===== src/hdl/cpd_pkg.sv =====
// ----------------------------------------------------------------------------
// cpd_pkg
// Shared types, constants and token tables for the connection persistence
// decider.
// ----------------------------------------------------------------------------
`default_nettype none

package cpd_pkg;

    // Field and register widths
    localparam int BYTE_BITS          = 8;
    localparam int LIMIT_BITS         = 16;
    localparam int COUNT_FIELD_BITS   = 16;
    localparam int CFG_INDEX_BITS     = 2;
    localparam int COUNT_BITS_DEFAULT = 16;

    // Token lengths and position counter widths
    localparam int CLOSE_LEN      = 5;
    localparam int KEEP_LEN       = 10;
    localparam int CLOSE_POS_BITS = 3;
    localparam int KEEP_POS_BITS  = 4;

    // Policy limits
    localparam logic [LIMIT_BITS-1:0] MAX_TIMEOUT = 16'd300;
    localparam logic [LIMIT_BITS-1:0] MAX_CAP     = 16'd4096;

    // Character codes
    localparam logic [BYTE_BITS-1:0] CHAR_COMMA   = 8'h2C;
    localparam logic [BYTE_BITS-1:0] CHAR_SPACE   = 8'h20;
    localparam logic [BYTE_BITS-1:0] CHAR_TAB     = 8'h09;
    localparam logic [BYTE_BITS-1:0] CHAR_UPPER_A = 8'h41;
    localparam logic [BYTE_BITS-1:0] CHAR_UPPER_Z = 8'h5A;
    localparam logic [BYTE_BITS-1:0] CASE_OFFSET  = 8'h20;

    // Configuration register indexes
    typedef enum logic [CFG_INDEX_BITS-1:0] {
        CFG_POLICY_ENABLED = 2'd0,
        CFG_IDLE_TIMEOUT   = 2'd1,
        CFG_CONNECTION_CAP = 2'd2
    } cfg_index_t;

    // Header scan result handed to the decision logic
    typedef struct packed {
        logic close_found;
        logic keep_found;
    } scan_result_t;

    // "close", lower case
    function automatic logic [BYTE_BITS-1:0] close_char(
        input logic [CLOSE_POS_BITS-1:0] pos
    );
        logic [BYTE_BITS-1:0] c;
        unique case (pos)
            3'd0:    c = 8'h63;
            3'd1:    c = 8'h6C;
            3'd2:    c = 8'h6F;
            3'd3:    c = 8'h73;
            3'd4:    c = 8'h65;
            default: c = 8'h00;
        endcase
        return c;
    endfunction

    // "keep-alive", lower case
    function automatic logic [BYTE_BITS-1:0] keep_char(
        input logic [KEEP_POS_BITS-1:0] pos
    );
        logic [BYTE_BITS-1:0] c;
        unique case (pos)
            4'd0:    c = 8'h6B;
            4'd1:    c = 8'h65;
            4'd2:    c = 8'h65;
            4'd3:    c = 8'h70;
            4'd4:    c = 8'h2D;
            4'd5:    c = 8'h61;
            4'd6:    c = 8'h6C;
            4'd7:    c = 8'h69;
            4'd8:    c = 8'h76;
            4'd9:    c = 8'h65;
            default: c = 8'h00;
        endcase
        return c;
    endfunction

endpackage

`default_nettype wire


===== src/hdl/cpd_scan.sv =====
// ----------------------------------------------------------------------------
// cpd_scan
// Element splitter and token matcher: tracks the current comma-separated
// element and whether close or keep-alive has been found in the header.
// ----------------------------------------------------------------------------
`default_nettype none

module cpd_scan (
    input  wire logic                           aclk,
    input  wire logic                           aresetn,
    input  wire logic                           advance,
    input  wire logic [cpd_pkg::BYTE_BITS-1:0]  header_byte,
    input  wire logic                           byte_present,
    input  wire logic                           last_byte,
    output cpd_pkg::scan_result_t               result
);
    import cpd_pkg::*;

    logic [CLOSE_POS_BITS-1:0] close_pos_reg, close_pos_next;
    logic [KEEP_POS_BITS-1:0]  keep_pos_reg,  keep_pos_next;
    logic close_live_reg,  close_live_next;
    logic keep_live_reg,   keep_live_next;
    logic has_text_reg,    has_text_next;
    logic trail_reg,       trail_next;
    logic close_found_reg, close_found_next;
    logic keep_found_reg,  keep_found_next;
    logic [BYTE_BITS-1:0] low_byte;

    assign low_byte = (header_byte >= CHAR_UPPER_A && header_byte <= CHAR_UPPER_Z)
                    ? header_byte + CASE_OFFSET : header_byte;

    always_comb begin
        close_pos_next   = close_pos_reg;
        keep_pos_next    = keep_pos_reg;
        close_live_next  = close_live_reg;
        keep_live_next   = keep_live_reg;
        has_text_next    = has_text_reg;
        trail_next       = trail_reg;
        close_found_next = close_found_reg;
        keep_found_next  = keep_found_reg;

        if (byte_present) begin
            case (header_byte) inside
                CHAR_COMMA: begin
                    // close the element and start a fresh one
                    close_found_next = close_found_reg |
                        (close_live_reg && close_pos_reg == CLOSE_POS_BITS'(CLOSE_LEN));
                    keep_found_next  = keep_found_reg |
                        (keep_live_reg && keep_pos_reg == KEEP_POS_BITS'(KEEP_LEN));
                    close_pos_next  = '0;
                    keep_pos_next   = '0;
                    close_live_next = 1'b1;
                    keep_live_next  = 1'b1;
                    has_text_next   = 1'b0;
                    trail_next      = 1'b0;
                end
                CHAR_SPACE, CHAR_TAB: begin
                    if (has_text_reg) begin
                        trail_next = 1'b1;
                    end
                end
                default: begin
                    // whitespace after text, followed by more text, spoils both tokens
                    if (trail_reg) begin
                        close_live_next = 1'b0;
                        keep_live_next  = 1'b0;
                        trail_next      = 1'b0;
                    end
                    has_text_next = 1'b1;
                    if (close_live_next) begin
                        if (close_pos_reg < CLOSE_POS_BITS'(CLOSE_LEN) &&
                            low_byte == close_char(close_pos_reg)) begin
                            close_pos_next = close_pos_reg + 3'd1;
                        end else begin
                            close_live_next = 1'b0;
                        end
                    end
                    if (keep_live_next) begin
                        if (keep_pos_reg < KEEP_POS_BITS'(KEEP_LEN) &&
                            low_byte == keep_char(keep_pos_reg)) begin
                            keep_pos_next = keep_pos_reg + 4'd1;
                        end else begin
                            keep_live_next = 1'b0;
                        end
                    end
                end
            endcase
        end

        // flags as they stand once the open element is closed
        result.close_found = close_found_next |
            (close_live_next && close_pos_next == CLOSE_POS_BITS'(CLOSE_LEN));
        result.keep_found  = keep_found_next |
            (keep_live_next && keep_pos_next == KEEP_POS_BITS'(KEEP_LEN));

        if (last_byte) begin
            close_pos_next   = '0;
            keep_pos_next    = '0;
            close_live_next  = 1'b1;
            keep_live_next   = 1'b1;
            has_text_next    = 1'b0;
            trail_next       = 1'b0;
            close_found_next = 1'b0;
            keep_found_next  = 1'b0;
        end
    end

    always_ff @(posedge aclk) begin
        if (!aresetn) begin
            close_pos_reg   <= '0;
            keep_pos_reg    <= '0;
            close_live_reg  <= 1'b1;
            keep_live_reg   <= 1'b1;
            has_text_reg    <= 1'b0;
            trail_reg       <= 1'b0;
            close_found_reg <= 1'b0;
            keep_found_reg  <= 1'b0;
        end else if (advance) begin
            close_pos_reg   <= close_pos_next;
            keep_pos_reg    <= keep_pos_next;
            close_live_reg  <= close_live_next;
            keep_live_reg   <= keep_live_next;
            has_text_reg    <= has_text_next;
            trail_reg       <= trail_next;
            close_found_reg <= close_found_next;
            keep_found_reg  <= keep_found_next;
        end
    end

endmodule

`default_nettype wire


===== src/hdl/connection_persistence_decider.sv =====
// ----------------------------------------------------------------------------
// connection_persistence_decider
// Streams Connection header bytes and decides whether to keep the
// connection open.
// ----------------------------------------------------------------------------
// The block takes one header byte per item, one item per clock, and gives a
// single decision item for each header, on the item marked last. Every item
// first lands in an input register; when it moves on, the scanner updates
// its element state and, for a last item, the decision is loaded into the
// result register. The sustained rate is one item per cycle; the input side
// only stalls when a last item finds a decision still waiting on the result
// side. Elements are split on commas, trimmed of space and tab, and compared
// whole and case-insensitively with close and keep-alive. HTTP/1.1 keeps
// unless close was seen; HTTP/1.0 keeps only if keep-alive was seen; the
// policy (enable, timeout 1..300, cap 1..4096) and parked count below the
// cap gate the result. Write configuration only while the block is idle.
// ----------------------------------------------------------------------------
`default_nettype none

module connection_persistence_decider #(
    parameter int COUNT_BITS = cpd_pkg::COUNT_BITS_DEFAULT
) (
    input  wire logic                                   aclk,
    input  wire logic                                   aresetn,
    // configuration write channel
    input  wire logic                                   cfg_valid,
    output logic                                        cfg_ready,
    input  wire logic [cpd_pkg::CFG_INDEX_BITS-1:0]     cfg_index,
    input  wire logic [cpd_pkg::LIMIT_BITS-1:0]         cfg_data,
    // header byte items
    input  wire logic                                   s_valid,
    output logic                                        s_ready,
    input  wire logic [cpd_pkg::BYTE_BITS-1:0]          s_header_byte,
    input  wire logic                                   s_byte_present,
    input  wire logic                                   s_last_byte,
    input  wire logic                                   s_version_is_1_0,
    input  wire logic [cpd_pkg::COUNT_FIELD_BITS-1:0]   s_parked_count,
    // decision items
    output logic                                        m_valid,
    input  wire logic                                   m_ready,
    output logic                                        m_keep_open,
    output logic                                        m_close_seen,
    output logic                                        m_keep_alive_seen,
    output logic                                        m_policy_ok
);
    import cpd_pkg::*;

    // the cap compare works on the narrower of the count width and the field
    localparam int CMP_BITS = (COUNT_BITS < COUNT_FIELD_BITS) ? COUNT_BITS
                                                              : COUNT_FIELD_BITS;

    // configuration registers
    logic                  policy_enabled_reg;
    logic [LIMIT_BITS-1:0] idle_timeout_reg;
    logic [LIMIT_BITS-1:0] connection_cap_reg;

    // input register
    logic                        in_valid_reg;
    logic [BYTE_BITS-1:0]        in_byte_reg;
    logic                        in_present_reg;
    logic                        in_last_reg;
    logic                        in_v10_reg;
    logic [COUNT_FIELD_BITS-1:0] in_parked_reg;

    // result register
    logic m_valid_reg;
    logic keep_open_reg, close_seen_reg, keep_seen_reg, policy_ok_reg;

    logic         out_free;
    logic         advance;
    logic         s_take;
    scan_result_t scan;
    logic         requested;
    logic         policy_ok;
    logic         below_cap;
    logic         keep_open;

    // configuration writes are always taken
    assign cfg_ready = 1'b1;

    always_ff @(posedge aclk) begin
        if (!aresetn) begin
            policy_enabled_reg <= 1'b0;
            idle_timeout_reg   <= '0;
            connection_cap_reg <= '0;
        end else if (cfg_valid) begin
            unique case (cfg_index)
                CFG_POLICY_ENABLED: policy_enabled_reg <= cfg_data[0];
                CFG_IDLE_TIMEOUT:   idle_timeout_reg   <= cfg_data;
                CFG_CONNECTION_CAP: connection_cap_reg <= cfg_data;
                default: ;  // drop writes to unused indexes
            endcase
        end
    end

    // advance a non-last item always; a last item needs room for its result
    assign out_free = !m_valid_reg || m_ready;
    assign advance  = in_valid_reg && (!in_last_reg || out_free);
    assign s_ready  = !in_valid_reg || advance;
    assign s_take   = s_valid && s_ready;

    always_ff @(posedge aclk) begin
        if (!aresetn) begin
            in_valid_reg <= 1'b0;
        end else if (s_take) begin
            in_valid_reg <= 1'b1;
        end else if (advance) begin
            in_valid_reg <= 1'b0;
        end
    end

    always_ff @(posedge aclk) begin
        if (s_take) begin
            in_byte_reg    <= s_header_byte;
            in_present_reg <= s_byte_present;
            in_last_reg    <= s_last_byte;
            in_v10_reg     <= s_version_is_1_0;
            in_parked_reg  <= s_parked_count;
        end
    end

    cpd_scan u_scan (
        .aclk         (aclk),
        .aresetn      (aresetn),
        .advance      (advance),
        .header_byte  (in_byte_reg),
        .byte_present (in_present_reg),
        .last_byte    (in_last_reg),
        .result       (scan)
    );

    // decision
    assign requested = in_v10_reg ? scan.keep_found : !scan.close_found;
    assign policy_ok = policy_enabled_reg &&
                       idle_timeout_reg >= LIMIT_BITS'(1) &&
                       idle_timeout_reg <= MAX_TIMEOUT &&
                       connection_cap_reg >= LIMIT_BITS'(1) &&
                       connection_cap_reg <= MAX_CAP;
    assign below_cap = in_parked_reg[CMP_BITS-1:0] < connection_cap_reg[CMP_BITS-1:0];
    assign keep_open = requested && policy_ok && below_cap;

    always_ff @(posedge aclk) begin
        if (!aresetn) begin
            m_valid_reg <= 1'b0;
        end else if (advance && in_last_reg) begin
            m_valid_reg <= 1'b1;
        end else if (m_ready) begin
            m_valid_reg <= 1'b0;
        end
    end

    always_ff @(posedge aclk) begin
        if (advance && in_last_reg) begin
            keep_open_reg  <= keep_open;
            close_seen_reg <= scan.close_found;
            keep_seen_reg  <= scan.keep_found;
            policy_ok_reg  <= policy_ok;
        end
    end

    assign m_valid           = m_valid_reg;
    assign m_keep_open       = keep_open_reg;
    assign m_close_seen      = close_seen_reg;
    assign m_keep_alive_seen = keep_seen_reg;
    assign m_policy_ok       = policy_ok_reg;

endmodule

`default_nettype wire

===== config.mk =====
export PLATFORM = sky130hd
export DESIGN_NAME = connection_persistence_decider
export DESIGN_NICKNAME = d
export VERILOG_FILES = /design/src/hdl/cpd_pkg.sv /design/src/hdl/cpd_scan.sv /design/src/hdl/connection_persistence_decider.sv
export SDC_FILE = /design/constraint.sdc
export NUM_CORES = 1
export LEC_CHECK = 0
export BUFFER_PORTS_ARGS = -buffer_cell sky130_fd_sc_hd__clkbuf_2
export CAP_MARGIN = 10
export CORE_AREA = 2 2 112 87
export DETAILED_ROUTE_END_ITERATION = 6
export DIE_AREA = 0 0 114 89
export HOLD_SLACK_MARGIN = 0.02
export MAX_ROUTING_LAYER = met4
export PLACE_DENSITY_LB_ADDON = 0.12
export SLEW_MARGIN = 25
export SYNTH_ARGS = -nofsm -noshare
export SYNTH_HDL_FRONTEND = slang
export SYNTH_SLANG_ARGS = --single-unit

===== constraint.sdc =====
create_clock -name aclk -period 3.5 [get_ports aclk]
set_input_delay 0.525 -clock aclk [delete_from_list [all_inputs] [get_ports aclk]]
set_output_delay 0.525 -clock aclk [all_outputs]
set_load 0.02 [all_outputs]

Word-level counts from Yosys, hierarchy flattened
Memories as Yosys holds them, arrays and structs flattened. A register that Yosys moved wholly into a read port is not among the register bits.
Index checks and enable logic that the tools add are counted.
{ "op_classes": {"n_addsub": 3, "order_cmp": 9, "eq_ne": 17, "n_mux": 64, "n_bitwise": 4, "reduce_logical": 34} }
{ "op_table": {"columns": ["cell", "n"], "rows": [
  ["two-way mux 8 bit", 9],
  ["two-way mux 1 bit", 40],
  ["case mux 7 bit (5 select lines)", 1],
  ["greater-or-equal comparator 16 x 1 -> 1 bit, second input constant", 2],
  ["two-way mux 4 bit", 8],
  ["two-way mux 3 bit", 6],
  ["== test 8 x 6 -> 1 bit, second input constant", 2],
  ["== test 8 bit", 2],
  ["<= comparator 16 x 13 -> 1 bit, second input constant", 1],
  ["<= comparator 16 x 9 -> 1 bit, second input constant", 1],
  ["logical AND 1 bit", 16],
  ["less-than comparator 16 bit", 1],
  ["== test 3 bit, second input constant", 3],
  ["adder 8 x 6 -> 8 bit, second input constant", 1],
  ["== test 4 bit, second input constant", 2],
  ["== test 8 x 4 -> 1 bit, second input constant", 1],
  ["greater-or-equal comparator 8 x 7 -> 1 bit, second input constant", 1],
  ["<= comparator 8 x 7 -> 1 bit, second input constant", 1],
  ["== test 3 x 2 -> 1 bit, second input constant", 2],
  ["AND reduction 2 bit", 3],
  ["AND reduction 3 bit", 2],
  ["nonzero test 2 bit", 3],
  ["adder 4 x 1 -> 4 bit, second input constant", 1],
  ["logical NOT 1 bit", 4],
  ["other kinds (13)", 18]
]} }
{ "totals": {"regBits": 79, "mem_bits_ro": 112, "out_inout_bits": 7, "mem_count": 1} }
{ "memory_table": {"columns": ["memory", "depth", "width", "rd", "rd_ports_with_merged_regs", "wr", "line", "text"], "rows": [
  ["(no name shown)", 16, 7, 1, 1, 0, "cpd_pkg.sv:69", "unique case (pos)"]
]} }

Depth between registers and ports, before layout
Gate-level depths: netlist (run 1).
{ "logic_depth": {"word_depth": 23, "mapped_depth": 14, "mapped_depth_nobuf": 13} }

By module
From an unflattened synthesis (run 1), not the netlist that was laid out.
{ "unflattened": {"cells_unflattened": 473, "area_unflattened_um2": 4514.3} }
{ "modules_own_cells": {"columns": ["mod", "n_inst", "cells_each", "area_per_inst_um2", "seq_area_each_um2"], "rows": [
  ["connection_persistence_decider", 1, 264, 2775.2, 1631.6],
  ["cpd_scan", 1, 209, 1739.2, 400.4]
]} }

Worst setup path after synthesis (run 1)
OpenSTA, ideal clock, no wires.
{ "synth_path": {"path_type": "reg2reg", "start": "register in_byte_reg[5]", "end": "register keep_open_reg, in the netlist m_keep_open (data pin)", "setup_ps": 257, "arrival_ps": 2655, "slack_ps": 588, "path_stages_with_launch": 11, "period_less_slack_ps": 2912, "cell_sequence": "edfxtp_1 -> ha_1 -> or4b_1 -> a221oi_1 -> a311oi_1 -> and4_1 -> buf_6 -> mux2_2 -> a221oi_1 -> nor3b_1 -> o2111a_1"} }
{ "synth_via": {"elab_chain_len": 17} }
{ "synth_lines": {"columns": ["element", "line", "text"], "rows": [
  ["from (decl)", "connection_persistence_decider.sv:59", "logic [BYTE_BITS-1:0] in_byte_reg;"],
  ["from (signal assigned)", "connection_persistence_decider.sv:114", "in_byte_reg <= s_header_byte;"],
  ["greater-or-equal comparator 8 x 7 -> 1 bit or <= comparator 8 x 7 -> 1 bit (tied branches)", "cpd_scan.sv:29", "assign low_byte = (header_byte >= CHAR_UPPER_A && header_byte <= CHAR_UPPER_Z)"],
  ["logical AND 1 bit", "cpd_scan.sv:29", null],
  ["two-way mux 8 bit", "cpd_scan.sv:30", "? header_byte + CASE_OFFSET : header_byte;"],
  ["== test 8 bit", "cpd_scan.sv:72", "low_byte == close_char(close_pos_reg)) begin"],
  ["logical AND 1 bit", "cpd_scan.sv:71", "if (close_pos_reg < CLOSE_POS_BITS'(CLOSE_LEN) &&"],
  ["two-way mux 3 bit", "cpd_scan.sv:71", null],
  ["two-way mux 3 bit", "cpd_scan.sv:70", "if (close_live_next) begin"],
  ["two-way mux 3 bit (2 in series)", "cpd_scan.sv:43", "case (header_byte) inside"],
  ["two-way mux 3 bit", "cpd_scan.sv:42", "if (byte_present) begin"],
  ["== test 3 bit", "cpd_scan.sv:92", "(close_live_next && close_pos_next == CLOSE_POS_BITS'(CLOSE_LEN));"],
  ["logical AND 1 bit", "cpd_scan.sv:92", null],
  ["OR 1 bit", "cpd_scan.sv:91", "result.close_found = close_found_next |"],
  ["logical NOT 1 bit", "connection_persistence_decider.sv:133", "assign requested = in_v10_reg ? scan.keep_found : !scan.close_found;"],
  ["two-way mux 1 bit *", "connection_persistence_decider.sv:133", null],
  ["logical AND 1 bit * (2 in series)", "connection_persistence_decider.sv:140", "assign keep_open = requested && policy_ok && below_cap;"],
  ["named net keep_open", "connection_persistence_decider.sv:76", "logic keep_open;"],
  ["to (signal assigned)", "connection_persistence_decider.sv:154", "keep_open_reg <= keep_open;"],
  ["to (decl)", "connection_persistence_decider.sv:67", "logic keep_open_reg, close_seen_reg, keep_seen_reg, policy_ok_reg;"]
]} }
Mark *: on every way through the listed nets, which the timed path passes. The rest lies on a longest branch.
A chain may end at the register's enable or synchronous reset.

==> qor.csv, run 1 <==
metric;value;unit
clk_pin_slew;60;ps
yosysUniqueCellTypes;72;
drtPass1Iterations;4;
powerDensity;452;nW/um2
antenna_found_initial;0;
place_hpwl;7760;um
ys_warn_count;0;
hold_start;s_parked_count[7];
path_class;flip-flop to flip-flop;
grt_max_degree;43;
synth_cells;475;
via_per_inst;5.51;
synth.net_count;550;
outcome;finished, final reports clean;
h-tree-depth;3;
grt_usage;0.219;
routedWlPerCell;15.7;um
synth-seq-cells;86;
dieArea;10100;um2
cts_tree;built;
drv_cap;0;
setup-tns-final;0;ps
timing.final.crit_share;0.906;
fin_area;5100;um2
yosysTopAreaCell;dfxtp_1;
fp.dieH;89;um
min_path_type;input port to flip-flop;
slowest_stage;or4b_1;
io_pins;57;
grt_pass1_vias;3321;
syn_to_final_growth;15.5;%
ctsHoldBuffers;0;
drt_iter0_markers;214;
clock_latency;330;ps
path_max_fanout;8;
synth_edf_count;31;
rr_worst_depth;12;
root_buffer;clkbuf_16;
placementRows;30;
worstReg2RegStart;in_byte_reg[5];
routed_wl;10100;um
slew_headroom;0.344;
cp-end-kind;flip-flop;
use_met1;0.320;
start_kind;flip-flop;
die_w;114;um
grt_overflow;0;
utilization;0.571;
whs_path_depth;1;
coreArea;8930;um2
max_stage_delay;520;ps
synth.most_common_cell;nand2_1;
routabilityCongestion;0.919;
synthArstFlopShare;0;
ff2ff_setup_slack;330;ps
ir_drop;0.000327;V
hold_viol;0;
rsz0062_at_grt;no;
grt.met2_usage;0.307;
finClkSkew;3.55;ps
top_usage_layer;met1;
ys_top_cells_by_area;dfxtp_1 (25%), edfxtp_1 (21%), nand2_1 (7.6%), ha_1 (7.1%), a21oi_1 (4.6%);
antenna-diode-count;0;
fmax;315;MHz
hold_slack;361;ps
io_buffers;55;
vias;3543;
ant_nets;0;
worstPathArrival;3370;ps
cts_buffers;9;
layout-drive-gt1-share;0.188;
synth_seq_area_share;0.460;
grt_use_met3;0.0434;
syn-cell-area;4420;um2
netlist_top_cells_count;nand2_1 (89), dfxtp_1 (55), a21oi_1 (41);
worst_pin_slew;984;ps
drc_errors;0;
required;3700;ps
postCtsResizedCells;0;
crit_chain;ha_1 -> or4b_1 -> a221oi_1 -> a311oi_1 -> and4_1 -> o21ai_2 -> a21oi_2 -> nor2_1 -> ha_1 -> nor2_1 -> a21oi_1 -> o311ai_2;
synth.avg_cell_area;9.31;um2
p_leak;1.95;nW
grt_pass1_wl;16600;um
clock-sinks;86;
finalMaxSlewViolations;0;
place_area;4780;um2
min_to;in_parked_reg[7];
start_util;0.495;
setup_violations;0;
clockBufferDepth;2;
final_nets;601;
final.min_clock_period;3170;ps
synth_top_area_share;0.249;
synth_ff_type;dfxtp_1;
postCtsSetupRepairBufs;0;
==> power by group <==
part           switching, mW  internal [mW]
logic                  0.110         0.0791
clock network          0.390          0.626
registers             0.0283           1.07
total                  0.528           1.78
==> metal layers <==
layer | part of all wire | wire (um)
met5 | 0 | 0
met3 | 0.047 | 476
met2 | 0.41 | 4160
met1 | 0.53 | 5370
met4 | 0.010 | 106
==> through the flow <==
| stage | setup slack, ps | instances | power [mW] |
|---|---|---|---|
| floorplan | 588 | 475 | 1.24 |
| global placement | 482 | 627 | 1.30 |
| detailed placement | 347 | 627 | 1.31 |
| CTS | 329 | 643 | 2.33 |
| global route | 126 | 643 | 2.39 |
| finish | 330 | 643 | 2.31 |
==> worst max path at each step <==
stage | from | to | slack, ps | cells past startpoint
after floorplan | in_byte_reg[5] | m_keep_open | 590 | 10
after global placement | in_byte_reg[5] | flip-flop | 480 | 13
after detailed placement | in_byte_reg[5] | flip-flop | 350 | 12
after CTS | in_byte_reg[5] | flip-flop | 330 | 12
after global routing | in_byte_reg[5] | flip-flop | 130 | 12
final | in_byte_reg[5] | flip-flop | 330 | 12
==> kinds of logic after synthesis <==
group / Yosys count / share of synthesized area
compound gates: 110 / 0.176
xor+xnor: 7 / 0.0139
fa+ha+maj: 25 / 0.0708
buf+inv: 49 / 0.0481
flops: 86 / 0.460
mux: 5 / 0.0122
other cells: 1 / 0.000848
simple gates: 192 / 0.219
==> critical path: cells and delay by family, from the launching register on <==
kind | cells | cell delay [ps]
compound gates | 6 | 1110
fa+ha+maj | 2 | 530
flops | 1 | 390
simple gates | 4 | 1010
==> cells in the final DEF, fill, tap and decap left out, types with 5 or more instances in the layout <==
cell type	Yosys	final
clkbuf_16	0	9
nand4_1	8	8
nor3_1	6	6
inv_1	29	29
a31oi_1	6	5
o21ai_0	12	12
nand2_1	89	89
nand3_1	10	10
edfxtp_1	31	31
nor4_1	6	6
clkbuf_2	0	55
nand2b_1	6	6
a21o_1	9	9
nor2b_1	6	6
xnor2_1	6	6
nor2_1	28	28
dfxtp_1	55	55
and2_1	5	5
ha_1	25	25
a21oi_1	41	41
==> area by class of cell <==
type | instances | area, um2
Fill cell | 815 | 3830
Clock inverter | 7 | 97.6
Sequential cell | 86 | 2030
Inverter | 30 | 113
Tap cell | 112 | 140
Timing Repair Buffer | 59 | 305
Clock buffer | 9 | 225
Multi-Input combinational cell | 340 | 2190
Power figures use the tool's default switching activity.
==> inputs of run 2 (changes only) <==
--- a/config.mk
+++ b/config.mk
@@ -13,6 +13,7 @@
 export HOLD_SLACK_MARGIN = 0.02
 export MAX_ROUTING_LAYER = met4
 export PLACE_DENSITY_LB_ADDON = 0.12
+export RECOVER_POWER = 100
 export SLEW_MARGIN = 25
 export SYNTH_ARGS = -nofsm -noshare
 export SYNTH_HDL_FRONTEND = slang
==> run 2 against run 1 <==
Compared with the run above: the run now ends with max-capacitance violations, max-slew violations left; die area did not move; total power barely moved; via count rose by 0.14%; sequential share of layout area rose by 0.36 points; register-to-register slack got worse by 50 ps; worst hold slack barely moved; combinational power barely moved; utilization fell by 0.52 points; critical path depth fell by 3.
==> qor.csv, run 2 (same netlist as run 1, synthesis figures left out) <==
metric;value;unit
place_hpwl;7760;um
grt_pass1_wl;16600;um
cp-end-kind;flip-flop;
top_usage_layer;met1;
antenna-diode-count;0;
clk_pin_slew;60;ps
syn_to_final_growth;14.4;%
fill_cells;825;
crit_path_start;in_byte_reg[5];
finClkSkew;3.76;ps
slew_headroom;-0.248;
grt_overflow;0;
grt.met2_usage;0.307;
fmax;311;MHz
post-place-cells;627;
routed_wl;10100;um
ir_drop;0.000327;V
power.total;2.30;mW
root_buffer;clkbuf_16;
timing.final.crit_share;0.920;
layout-drive-gt1-share;0.162;
placementRows;30;
rsz0062_at_grt;no;
ctsHoldBuffers;0;
cts_tree;built;
vias;3548;
routabilityCongestion;0.919;
grt_usage;0.219;
outcome;finished, violations left;
die_w;114;um
crit_buf_inv;0;
ff2ff_setup_slack;280;ps
utilization;0.566;
routedWlPerCell;15.7;um
min_path_type;input port to flip-flop;
rr_worst_depth;9;
fin_ws;281;ps
cts_buffers;9;
final_common_cell;nand2_1;
clock_latency;330;ps
start_util;0.495;
fp.dieH;89;um
max_stage_delay;520;ps
worstReg2RegStart;in_byte_reg[5];
finalMaxSlewViolations;71;
via_per_inst;5.52;
instances_no_fill;643;
io_pins;57;
path_class;flip-flop to flip-flop;
ant_nets;0;
worst_pin_slew;1870;ps
hold_viol;0;
use_met1;0.320;
slowest_stage;or4b_1;
final_nets;601;
grt_max_degree;43;
postCtsResizedCells;0;
antenna_found_initial;0;
setup-tns-final;0;ps
grt_use_met3;0.0434;
worstPathArrival;3440;ps
grt_pass1_vias;3321;
p_leak;1.91;nW
start_kind;flip-flop;
critical_path_depth;9;
path_max_fanout;9;
powerDensity;456;nW/um2
crit_chain;ha_1 -> or4b_1 -> a221oi_1 -> a311oi_1 -> and4_1 -> and4b_4 -> a211oi_2 -> nand2_1 -> o311ai_0;
drtPass1Iterations;5;
final_cell_mix;nand2_1 (90), dfxtp_1 (55), clkbuf_2 (48);
setup_violations;0;
coreArea;8930;um2
final.min_clock_period;3220;ps
required;3730;ps
crit_family;simple AND/OR/NAND/NOR gates;
clock-sinks;86;
violations;max-capacitance violations, max-slew violations;
drc_errors;0;
io_buffers;55;
drv_cap;2;
dieArea;10100;um2
clockBufferDepth;2;
h-tree-depth;3;
pre_cts_ws;347;ps
drt_iter0_markers;204;
postCtsSetupRepairBufs;0;
==> run 2: worst min path at each step <==
stage / cells after the start / startpoint / endpoint / slack, ps
final: 1 / s_parked_count[7] / in_parked_reg[7] / 360
after detailed placement: 2 / idle_timeout_reg[6] / idle_timeout_reg[6] / 450
after floorplan: 2 / idle_timeout_reg[12] / idle_timeout_reg[12] / 440
after global placement: 2 / idle_timeout_reg[1] / idle_timeout_reg[1] / 450
after CTS: 1 / s_parked_count[7] / in_parked_reg[7] / 350
after global routing: 1 / s_version_is_1_0 / in_v10_reg / 350
==> run 2: per-layer routing <==
layer,wire [um],vias to the layer above
met4,106,0
met1,5370,1670
met3,471,11
met5,0,-
li1,-,1794
met2,4160,73
==> run 2: cell type report <==
class                           instances  area, um2  area share
Clock buffer                            9        225      0.0445
Clock inverter                          7       97.6      0.0193
Inverter                               30        113      0.0223
Multi-Input combinational cell        340       2160       0.427
Sequential cell                        86       2030       0.402
Tap cell                              112        140      0.0277
Timing Repair Buffer                   59        289      0.0571
==> run 2: per-stage QoR <==
| stage | area (um2) | hold WS (ps) |
|---|---|---|
| floorplan | 4420 | 436 |
| global placement | 4780 | 446 |
| detailed placement | 4780 | 449 |
| CTS | 5100 | 346 |
| global route | 5060 | 349 |
| finish | 5060 | 361 |
==> run 2: power by group <==
group          leakage, nW  switching (mW)  internal, mW
clock network        0.148           0.390         0.626
logic                 1.02           0.109        0.0776
registers            0.746          0.0281          1.07
